$ cat src/rtl/acm_pkg.sv
package acm_pkg;

  localparam int BlockW = 128;
  localparam int HalfW = 64;
  localparam int CountW = 5;
  localparam int ByteN = 16;
  localparam logic [7:0] PadByte = 8'h80;
  localparam logic [7:0] ReduceByte = 8'h87;
  localparam logic [7:0] FieldPoly = 8'h1b;
  localparam logic [7:0] FirstRcon = 8'h01;
  localparam logic [3:0] LastRound = 4'd10;

  localparam logic [2047:0] SboxTable = {
    128'h637c777bf26b6fc53001672bfed7ab76, 128'hca82c97dfa5947f0add4a2af9ca472c0,
    128'hb7fd9326363ff7cc34a5e5f171d83115, 128'h04c723c31896059a071280e2eb27b275,
    128'h09832c1a1b6e5aa0523bd6b329e32f84, 128'h53d100ed20fcb15b6acbbe394a4c58cf,
    128'hd0efaafb434d338545f9027f503c9fa8, 128'h51a3408f929d38f5bcb6da2110fff3d2,
    128'hcd0c13ec5f974417c4a77e3d645d1973, 128'h60814fdc222a908846eeb814de5e0bdb,
    128'he0323a0a4906245cc2d3ac629195e479, 128'he7c8376d8dd54ea96c56f4ea657aae08,
    128'hba78252e1ca6b4c6e8dd741f4bbd8b8a, 128'h703eb5664803f60e613557b986c11d9e,
    128'he1f8981169d98e949b1e87e9ce5528df, 128'h8ca1890dbfe6426841992d0fb054bb16};

  function automatic logic [7:0] sbox(input logic [7:0] x);
    return SboxTable[(11'd255 - {3'd0, x}) * 11'd8 +: 8];
  endfunction

  function automatic logic [7:0] xtime(input logic [7:0] v);
    return {v[6:0], 1'b0} ^ (v[7] ? FieldPoly : 8'h00);
  endfunction

  function automatic logic [BlockW-1:0] gf_double(input logic [BlockW-1:0] v);
    return {v[BlockW-2:0], 1'b0} ^ {{(BlockW-8){1'b0}}, (v[BlockW-1] ? ReduceByte : 8'h00)};
  endfunction

endpackage

$ cat src/rtl/acm_prep.sv
module acm_prep (
  input  logic                        clk,
  input  logic                        rst_n,
  input  logic                        start,
  input  logic [acm_pkg::BlockW-1:0]  blk,
  input  logic [acm_pkg::BlockW-1:0]  chain,
  input  logic [acm_pkg::BlockW-1:0]  mask,
  input  logic [acm_pkg::CountW-1:0]  cnt,
  output logic                        done,
  output logic [acm_pkg::BlockW-1:0]  data
);

  logic [acm_pkg::BlockW-1:0] blk_sr_r, chn_sr_r, msk_sr_r, out_sr_r;
  logic [3:0] idx_r;
  logic       busy_r, done_r;
  logic [7:0] msg_byte, x_byte;

  always_comb begin
    if ({1'b0, idx_r} < cnt) begin
      msg_byte = blk_sr_r[acm_pkg::BlockW-1 -: 8];
    end else if ({1'b0, idx_r} == cnt) begin
      msg_byte = acm_pkg::PadByte;
    end else begin
      msg_byte = 8'h00;
    end
    x_byte = msg_byte ^ chn_sr_r[acm_pkg::BlockW-1 -: 8] ^ msk_sr_r[acm_pkg::BlockW-1 -: 8];
  end

  always_ff @(posedge clk) begin
    if (!rst_n) begin
      busy_r <= 1'b0;
      done_r <= 1'b0;
      idx_r  <= '0;
    end else begin
      done_r <= busy_r && (idx_r == 4'd15);
      if (start) begin
        busy_r <= 1'b1;
        idx_r  <= '0;
      end else if (busy_r) begin
        idx_r <= idx_r + 4'd1;
        if (idx_r == 4'd15) begin
          busy_r <= 1'b0;
        end
      end
    end
  end

  always_ff @(posedge clk) begin
    if (start) begin
      blk_sr_r <= blk;
      chn_sr_r <= chain;
      msk_sr_r <= mask;
    end else if (busy_r) begin
      blk_sr_r <= {blk_sr_r[acm_pkg::BlockW-9:0], 8'h00};
      chn_sr_r <= {chn_sr_r[acm_pkg::BlockW-9:0], 8'h00};
      msk_sr_r <= {msk_sr_r[acm_pkg::BlockW-9:0], 8'h00};
      out_sr_r <= {out_sr_r[acm_pkg::BlockW-9:0], x_byte};
    end
  end

  assign done = done_r;
  assign data = out_sr_r;

endmodule

$ cat config.mk
export PLATFORM = sky130hd
export DESIGN_NAME = acm_prep
export DESIGN_NICKNAME = d
export VERILOG_FILES = /design/src/rtl/acm_pkg.sv /design/src/rtl/acm_prep.sv
export SDC_FILE = /design/constraint.sdc
export NUM_CORES = 1
export LEC_CHECK = 0
export BUFFER_PORTS_ARGS = -buffer_cell sky130_fd_sc_hd__clkbuf_2
export CAP_MARGIN = 5
export CORE_MARGIN = 10
export CORE_UTILIZATION = 37
export CTS_BUF_LIST = sky130_fd_sc_hd__clkbuf_4
export DETAILED_ROUTE_END_ITERATION = 8
export PLACE_DENSITY = 0.66
export SLEW_MARGIN = 10
export SYNTH_ARGS = -nofsm -noshare
export SYNTH_HDL_FRONTEND = slang
export SYNTH_SLANG_ARGS = --single-unit
$ cat constraint.sdc
create_clock -name clk -period 7 [get_ports clk]
set_input_delay 0.7 -clock clk [delete_from_list [all_inputs] [get_ports clk]]
set_output_delay 0.7 -clock clk [all_outputs]
set_load 0.005 [all_outputs]
Word-level counts from Yosys, hierarchy flattened:

Cells that the tools add are included.

* bits in registers: 518
* input port bits: 392
* output and inout bits: 129
* logic and storage cells: 30

* add/subtract/negate cells: 1
* magnitude comparators: 1
* equal/unequal tests: 2
* mux-type cells: 11
* bitwise gates (word level): 4
* reductions and logical operators: 4

Operators by type and width (number)
* two-way mux 128 bit: 6
* two-way mux 8 bit: 2
* XOR 8 bit: 2
* equality test 4 x 5 -> 1 bit: 1
* less-than comparator 4 x 5 -> 1 bit: 1
* adder 4 x 1 -> 4 bit (second input constant): 1
* equality test 4 bit (second input constant): 1
* two-way mux 1 bit: 3
* NOT 1 bit: 2
* AND reduction 2 bit: 1
* nonzero test 2 bit: 1
* OR reduction 2 bit: 1
* logical AND 1 bit: 1

Longest topological paths before layout:

Gate-level depths: netlist (run 1).

* depth in word-level cells: 5
* gate-level depth with buffers: 8

Worst setup path after synthesis (run 1):

Ideal clock, no wire load.

* path type: input -> register
* start: input start
* end: register out_sr_r (netlist bit data[0]) (enable)
* setup time: 0.632 ns
* arrival: 6.848 ns
* required time: 6.368 ns
* slack: -0.481 ns
* stages on the path: 4
* path buffers: 3
* path through: buf_2 -> buf_2 -> buf_2 -> nor2b_1

* longest elaborated chain between the ends: 2

Ends and longest elaborated chain
* from (decl): line acm_prep.sv:4 `input logic start,`
* NOT 1 bit (no source line)
* AND reduction 2 bit (no source line)
* to (signal assigned): line acm_prep.sv:57 `out_sr_r <= {out_sr_r[acm_pkg::BlockW-9:0], x_byte};`
* to (decl): line acm_prep.sv:13 `logic [acm_pkg::BlockW-1:0] blk_sr_r, chn_sr_r, msk_sr_r, out_sr_r;`

No other way between the ends.
A chain may end at the register's enable or synchronous reset.

Worst setup path after layout (run 1):

* start: input start
* end: register chn_sr_r[13] (netlist bit) (enable)

* longest elaborated chain between the ends: 1

Ends and longest elaborated chain
* nonzero test 2 bit (no source line)
* to (signal assigned): line acm_prep.sv:51 `chn_sr_r <= chain;`
* to (signal assigned): line acm_prep.sv:55 `chn_sr_r <= {chn_sr_r[acm_pkg::BlockW-9:0], 8'h00};`
* to (decl): line acm_prep.sv:13

No other way between the ends.

==> metrics.txt, run 1 <==
status finished with violations; violations in the final reports max-slew violations; cell family with most CP delay buffers and inverters; Hold Path Class in -> reg; first-pass GRT wire length 85.8 mm; largest area contributor in the netlist edfxtp_1; Synth cell types 24; fin area 29200 um^2; vias in the first global route 14600; Avg Cell Area, Syn 20.3 um^2; routed len/inst 20.9 um; synth top area cells edfxtp_1, mux2_2, mux2_1, buf_4, and2_1; yosys warns 0; maximum vdd drop 0.147 mV; number of antenna violations at the first check in global routing 21; # DRC 0; # setup viols final 0; Post-DP HPWL 37.4 mm; PortBufs 520; clock-pin slew on the worst setup and hold paths 0.06 ns; DIE AREA 64900 um^2; register bit total from synthesis 518; starting density of the core 37.6%; slowest stage delay, CP 0.71 ns; Leakage 11.6 nW; ys flop type edfxtp_1; final net count 2393; Worst R2R Setup Slack 4.36 ns; most frequent cell after synthesis edfxtp_1; Max Clock Skew 0.0574 ns; GR Overflow Total 0; DR vias 13000; routed wire length 58.6 mm; Area Growth Syn to Fin 43.3%; CTS tree done; std cell rows 85; Max FO, Critical Path 185; crit end category flop; actual slew at the worst max-slew pin 1.50 ns; Netlist Area Pre-Place 20400 um^2; initial drt markers 751; Data required, critical path 7.52 ns; Routability Congestion 0.894; die width 255 um; sequential cell area fraction in the yosys report 76.0%; syn_nets 1402; io pins 521; Core Region 54200 um^2; RSZ-0062 raised after global routing no; Routed Antenna Nets 0; Post-synth top cells edfxtp_1, mux2_2, mux2_1, buf_4, and2_1; placed inst area 23700 um^2; Via density 4.61; Root Buffer clkbuf_4; clk_lat worst skew 0.93 ns; Max Cap Violations 0; Max clock buf depth 3; Crit-path slowest cell or2_4; Post-synth ARST share 0%; All-Layer GR Usage 17.7%; Setup TNS Final 0 ns; final hold violations 0; Post-synth EDFFs 512; CP Launch Type input pin; Relative slew margins -0.0178%; 1st-pass router iterations 4; htree depth 4; Buf/Inv on CP 2; critical path, cell by cell buf_8 -> or2_4 -> buf_12; Power Dens Cells 252 nW/um^2; Chip Height 255 um; minimum clock period 2.67 ns; final-report max-slew violation count 4; Setup Crit Path Kind in -> reg; CTS Sinks 518; Fmax 375 MHz; CP arrival 3.19 ns; top cell type's share of synthesized area 75.4%; Post-Synthesis Cells 1005; CTS Buf Count 140; proportion of layout cells with a drive suffix above 1 50.4%; crit share post-route 38.1%; largest net degree at the start of global routing 186
==> path summary, 6_finish.rpt <==
kind                                          from                      to  depth (start not counted)
worst min register to register  data[71]$_DFFE_PP_      data[79]$_DFFE_PP_                          0
worst max register to register   busy_r$_SDFF_PN0_  chn_sr_r[13]$_DFFE_PP_                          2
worst min-delay path                     chain[24]  chn_sr_r[24]$_DFFE_PP_                          2
worst max-delay path                         start  chn_sr_r[13]$_DFFE_PP_                          3
==> power breakdown <==
part           leakage (nW)  internal, mW  switching [mW]
registers              5.11          3.75          0.0960
logic                  5.43         0.424           0.301
clock network          1.10          1.55            1.26
total                  11.6          5.72            1.66
==> cell usage in the layout (no fill, tap or decap), types with 2 or more instances in the layout <==
cell type / synthesis / final
clkbuf_2: 0 / 519
edfxtp_1: 512 / 512
dlygate4sd3_1: 0 / 366
mux2_2: 298 / 298
clkbuf_4: 0 / 217
mux2_1: 62 / 62
and2_1: 24 / 24
diode_2: 0 / 16
clkinv_1: 0 / 14
xor2_1: 10 / 10
nand2_1: 10 / 10
xnor2_1: 9 / 9
nor2_1: 6 / 6
dfxtp_1: 6 / 6
buf_4: 29 / 6
inv_1: 5 / 5
ha_1: 5 / 5
bufinv_16: 0 / 4
clkinv_2: 0 / 4
a21oi_1: 3 / 3
mux2i_1: 2 / 2
clkinv_4: 0 / 2
clkinvlp_4: 0 / 2
buf_12: 0 / 2
==> registers in the layout, indices dropped and copies added, names as in the netlist <==
signal / flops
blk_sr_r: 128
chn_sr_r: 128
data: 128
msk_sr_r: 128
idx_r: 4
busy_r: 1
done: 1
==> repair_timing <==
action | 4_1_cts | 5_1_grt
hold buffers | 366 | 0
buffers inserted | 0 | 0
endpoints found under the setup margin | 0 | 0
hold endpoints to repair | 371 | 0
gates resized for setup | 0 | 0
==> layer usage <==
metal,vias up,part of all wire [%],global-route usage (%)
met5,-,0.11,0
li1,6020,-,-
met3,127,9.2,7.23
met1,6222,36,18.3
met4,12,3.2,8.47
met2,576,52,30.8
==> logic make-up (layout without fill, tap and decap cells) <==
group,after synthesis,count (layout),share of synthesized area [%]
flops,518,518,76.0
xor+xnor,19,19,0.816
other cells,0,16,0
fa+ha+maj,5,5,0.307
buf+inv,50,1142,1.56
simple gates,47,47,1.25
compound gates,4,4,0.117
mux,362,362,20.0
==> per-stage QoR <==
stage	cells	hold slack, ns	util [%]	setup slack (ns)	power, mW
6_report	2809	0.131	53.9	4.33	7.38
4_1_cts	2793	0.00134	53.8	4.47	7.46
2_1_floorplan	1005	0.452	-	0.544	4.21
3_5_place_dp	2184	0.433	43.6	3.56	4.46
5_1_grt	2809	0.0275	53.9	4.29	7.71
3_3_place_gp	2184	0.429	43.6	3.59	4.43
==> cell type report <==
cell class              instances  area (um^2)
multi-input cells             437         4590
repair buffers                894         6360
clock buffers                 217         1630
inverters                       5         18.8
fillers                      4228        25000
flip-flops and latches        518        15500
diodes                         16         40.0
clock inverters                26          225
well taps                     696          871
(Power assumes the default switching activity.)
==> run 2: changes to the inputs <==
- ABC_AREA: not set -> 1
- PLACE_DENSITY: 0.66 -> 0.64
- clock period: 7 -> 2.7 ns (I/O delays scaled with it)
==> run 2 against run 1 <==
The flow now finishes without violations. Die area rose by 1.5%. Combinational power rose to 3.1 times the previous value. Register-to-register slack worse by 4.2 ns.
==> metrics.txt, run 2 <==
GR Overflow Total 0; # DRC 0; Power Dens Cells 629 nW/um^2; switching component of the power 4.73 mW; post-synthesis adder-cell area fraction 0.302%; internal power 14.8 mW; number of antenna violations at the first check in global routing 15; die width 257 um; clock-pin slew on the worst setup and hold paths 0.06 ns; largest area contributor in the netlist edfxtp_1; Routability Congestion 0.889; minimum clock period 2.53 ns; clk_lat worst skew 0.94 ns; proportion of layout cells with a drive suffix above 1 26.0%; actual slew at the worst max-slew pin 1.06 ns; std cell rows 86; Post-synth ARST share 0%; yosys warns 0; launch point of the worst path idx_r[3]$_SDFFE_PP0P_; Post-synth EDFFs 512; top cell type's share of synthesized area 74.2%; Post-Synthesis Cells 1815; largest net degree at the start of global routing 160; crit end category flop; starting density of the core 37.5%; htree depth 4; final-report max-slew violation count 0; simple-gate share of the synthesized area 20.8%; CTS tree done; reg2reg start idx_r[3]$_SDFFE_PP0P_; ys flop type edfxtp_1; most common cell after layout, fill and taps aside nand2_1; Post-synth top cells nand2_1, edfxtp_1, inv_1, buf_2, clkbuf_1; CP arrival 3.22 ns; vias in the first global route 19100; Max Cap Violations 0; fin cells 3797; status finished, final reports clean; io pins 521; placed insts 3022; register bit total from synthesis 518; routed len/inst 18.7 um; share of power burned in registers 50.9%; Netlist Area Pre-Place 20700 um^2; sequential cell area fraction in the yosys report 74.8%; setup bufs post-CTS 0; worst reg2reg path depth 10; Routed Antenna Nets 0; All-Layer GR Usage 21.1%; CP Launch Type flop; commonest cells after routing, fill and taps aside nand2_1, clkbuf_2, edfxtp_1, dlygate4sd3_1, clkbuf_4; Hold Path Class in -> reg; Max Clock Skew 0.0415 ns; Setup Crit Path Kind reg -> reg; CTS Buf Count 143; synth top area cells edfxtp_1, nand2_1, buf_2, inv_1, buf_6; Fmax 395 MHz; Clock power frac 37.7%; Max clock buf depth 3; Max FO, Critical Path 3; Synth Area in Compound Gates 0.169%; post-synthesis mux area share 0%; largest family of logic cells by synthesized area simple AND/OR/NAND/NOR gates; Setup crit end data[7]$_DFFE_PP_; maximum vdd drop 0.360 mV; FF-to-FF End data[7]$_DFFE_PP_; 1st-pass router iterations 7; Area Growth Syn to Fin 50.0%; Via density 4.70; Data required, critical path 3.39 ns; final net count 3320; Relative slew margins 29.3%; most frequent cell after synthesis nand2_1; # setup viols final 0; routed wire length 71.1 mm; initial drt markers 1280; Leakage 14.4 nW; Synth cell types 20; syn_nets 2212; CTS Sinks 518; crit share post-route 93.7%; Chip Height 257 um; Sw Share 24.2%; Post-DP HPWL 40.4 mm; Power, Total 19.5 mW; Root Buffer clkbuf_4; first-pass GRT wire length 108 mm; Worst R2R Setup Slack 0.17 ns; XOR/XNOR Fraction of Synth Area 0.634%; DR vias 17900; Core Region 55300 um^2; PortBufs 520; final hold violations 0; Avg Cell Area, Syn 11.4 um^2; combinational fraction of design power 11.4%; DIE AREA 65900 um^2; RSZ-0062 raised after global routing no; worst hold margin 0.138 ns
run 2: worst max-delay path, stage by stage (launching register included):
cell and delay, ns:
dfxtp_1 0.32, ha_1 0.28, inv_1 0.04, nor2_1 0.20, nand3_1 0.10, dlygate4sd3_1 0.58
inv_1 0.06, nand2_1 0.05, nand3_1 0.06, dlygate4sd3_1 0.54, nand2_1 0.05
run 2: logic make-up after synthesis:
logic type	count (synthesis)
XOR/XNOR	15
adder cells (fa/ha/maj)	5
AO/OA/AOI/OAI	7
AND/OR/NAND/NOR	1139
flip-flops	518
buffers and inverters	131
run 2: power groups by stage:
stage | sequential [mW] | combinational [mW] | clock [mW]
CTS | 9.94 | 2.13 | 7.51
finish | 9.95 | 2.22 | 7.36
detailed placement | 10.1 | 1.50 | 0
global route | 10.0 | 2.44 | 8.00
floorplan | 10.0 | 0.825 | 0
global placement | 10.1 | 1.47 | 0
run 2: worst min path at each step:
stage / start / to / slack [ns] / depth (start not counted)
3_5_place_dp: data[82]$_DFFE_PP_ / data[90]$_DFFE_PP_ / 0.43 / 0
2_1_floorplan: rst_n / busy_r$_SDFF_PN0_ / 0.42 / 2
6_report: cnt[0] / data[4]$_DFFE_PP_ / 0.14 / 6
3_3_place_gp: data[61]$_DFFE_PP_ / data[69]$_DFFE_PP_ / 0.43 / 0
5_1_grt: mask[71] / msk_sr_r[71]$_DFFE_PP_ / 0.03 / 4
4_1_cts: chain[2] / chn_sr_r[2]$_SDFFCE_PN0P_ / 0.0002 / 4
run 2: cell type report:
type,instances,area (um^2)
timing repair buffer,1046,7960
multi-input combinational,1166,4570
antenna,17,42.5
fill,4364,24200
clock buffer,229,1720
inverter,48,188
clock inverter,25,164
sequential,518,15500
tap,748,936
run 2: timing repair:
item | CTS | global route
hold endpoints to repair | 409 | 0
resized for setup | 0 | 0
hold buffers | 504 | 0
run 2: stage by stage:
stage / area (um^2) / TNS [ns] / util (%) / setup slack (ns)
2_1_floorplan: 20800 / -30.14 / - / -0.235
3_3_place_gp: 24100 / 0 / 43.6 / 0.709
3_5_place_dp: 24100 / 0 / 43.6 / 0.662
4_1_cts: 31000 / 0 / 56.1 / 0.181
5_1_grt: 31100 / 0 / 56.2 / 0.0242
6_report: 31100 / 0 / 56.2 / 0.171
run 2: per-layer routing:
metal	wire (um)	track usage, %	vias to the layer above
met2	35600	35.4	1002
met1	25700	22.6	8341
li1	-	-	8280
met3	6200	6.93	233
met4	3610	13.5	2
met5	16	0	-
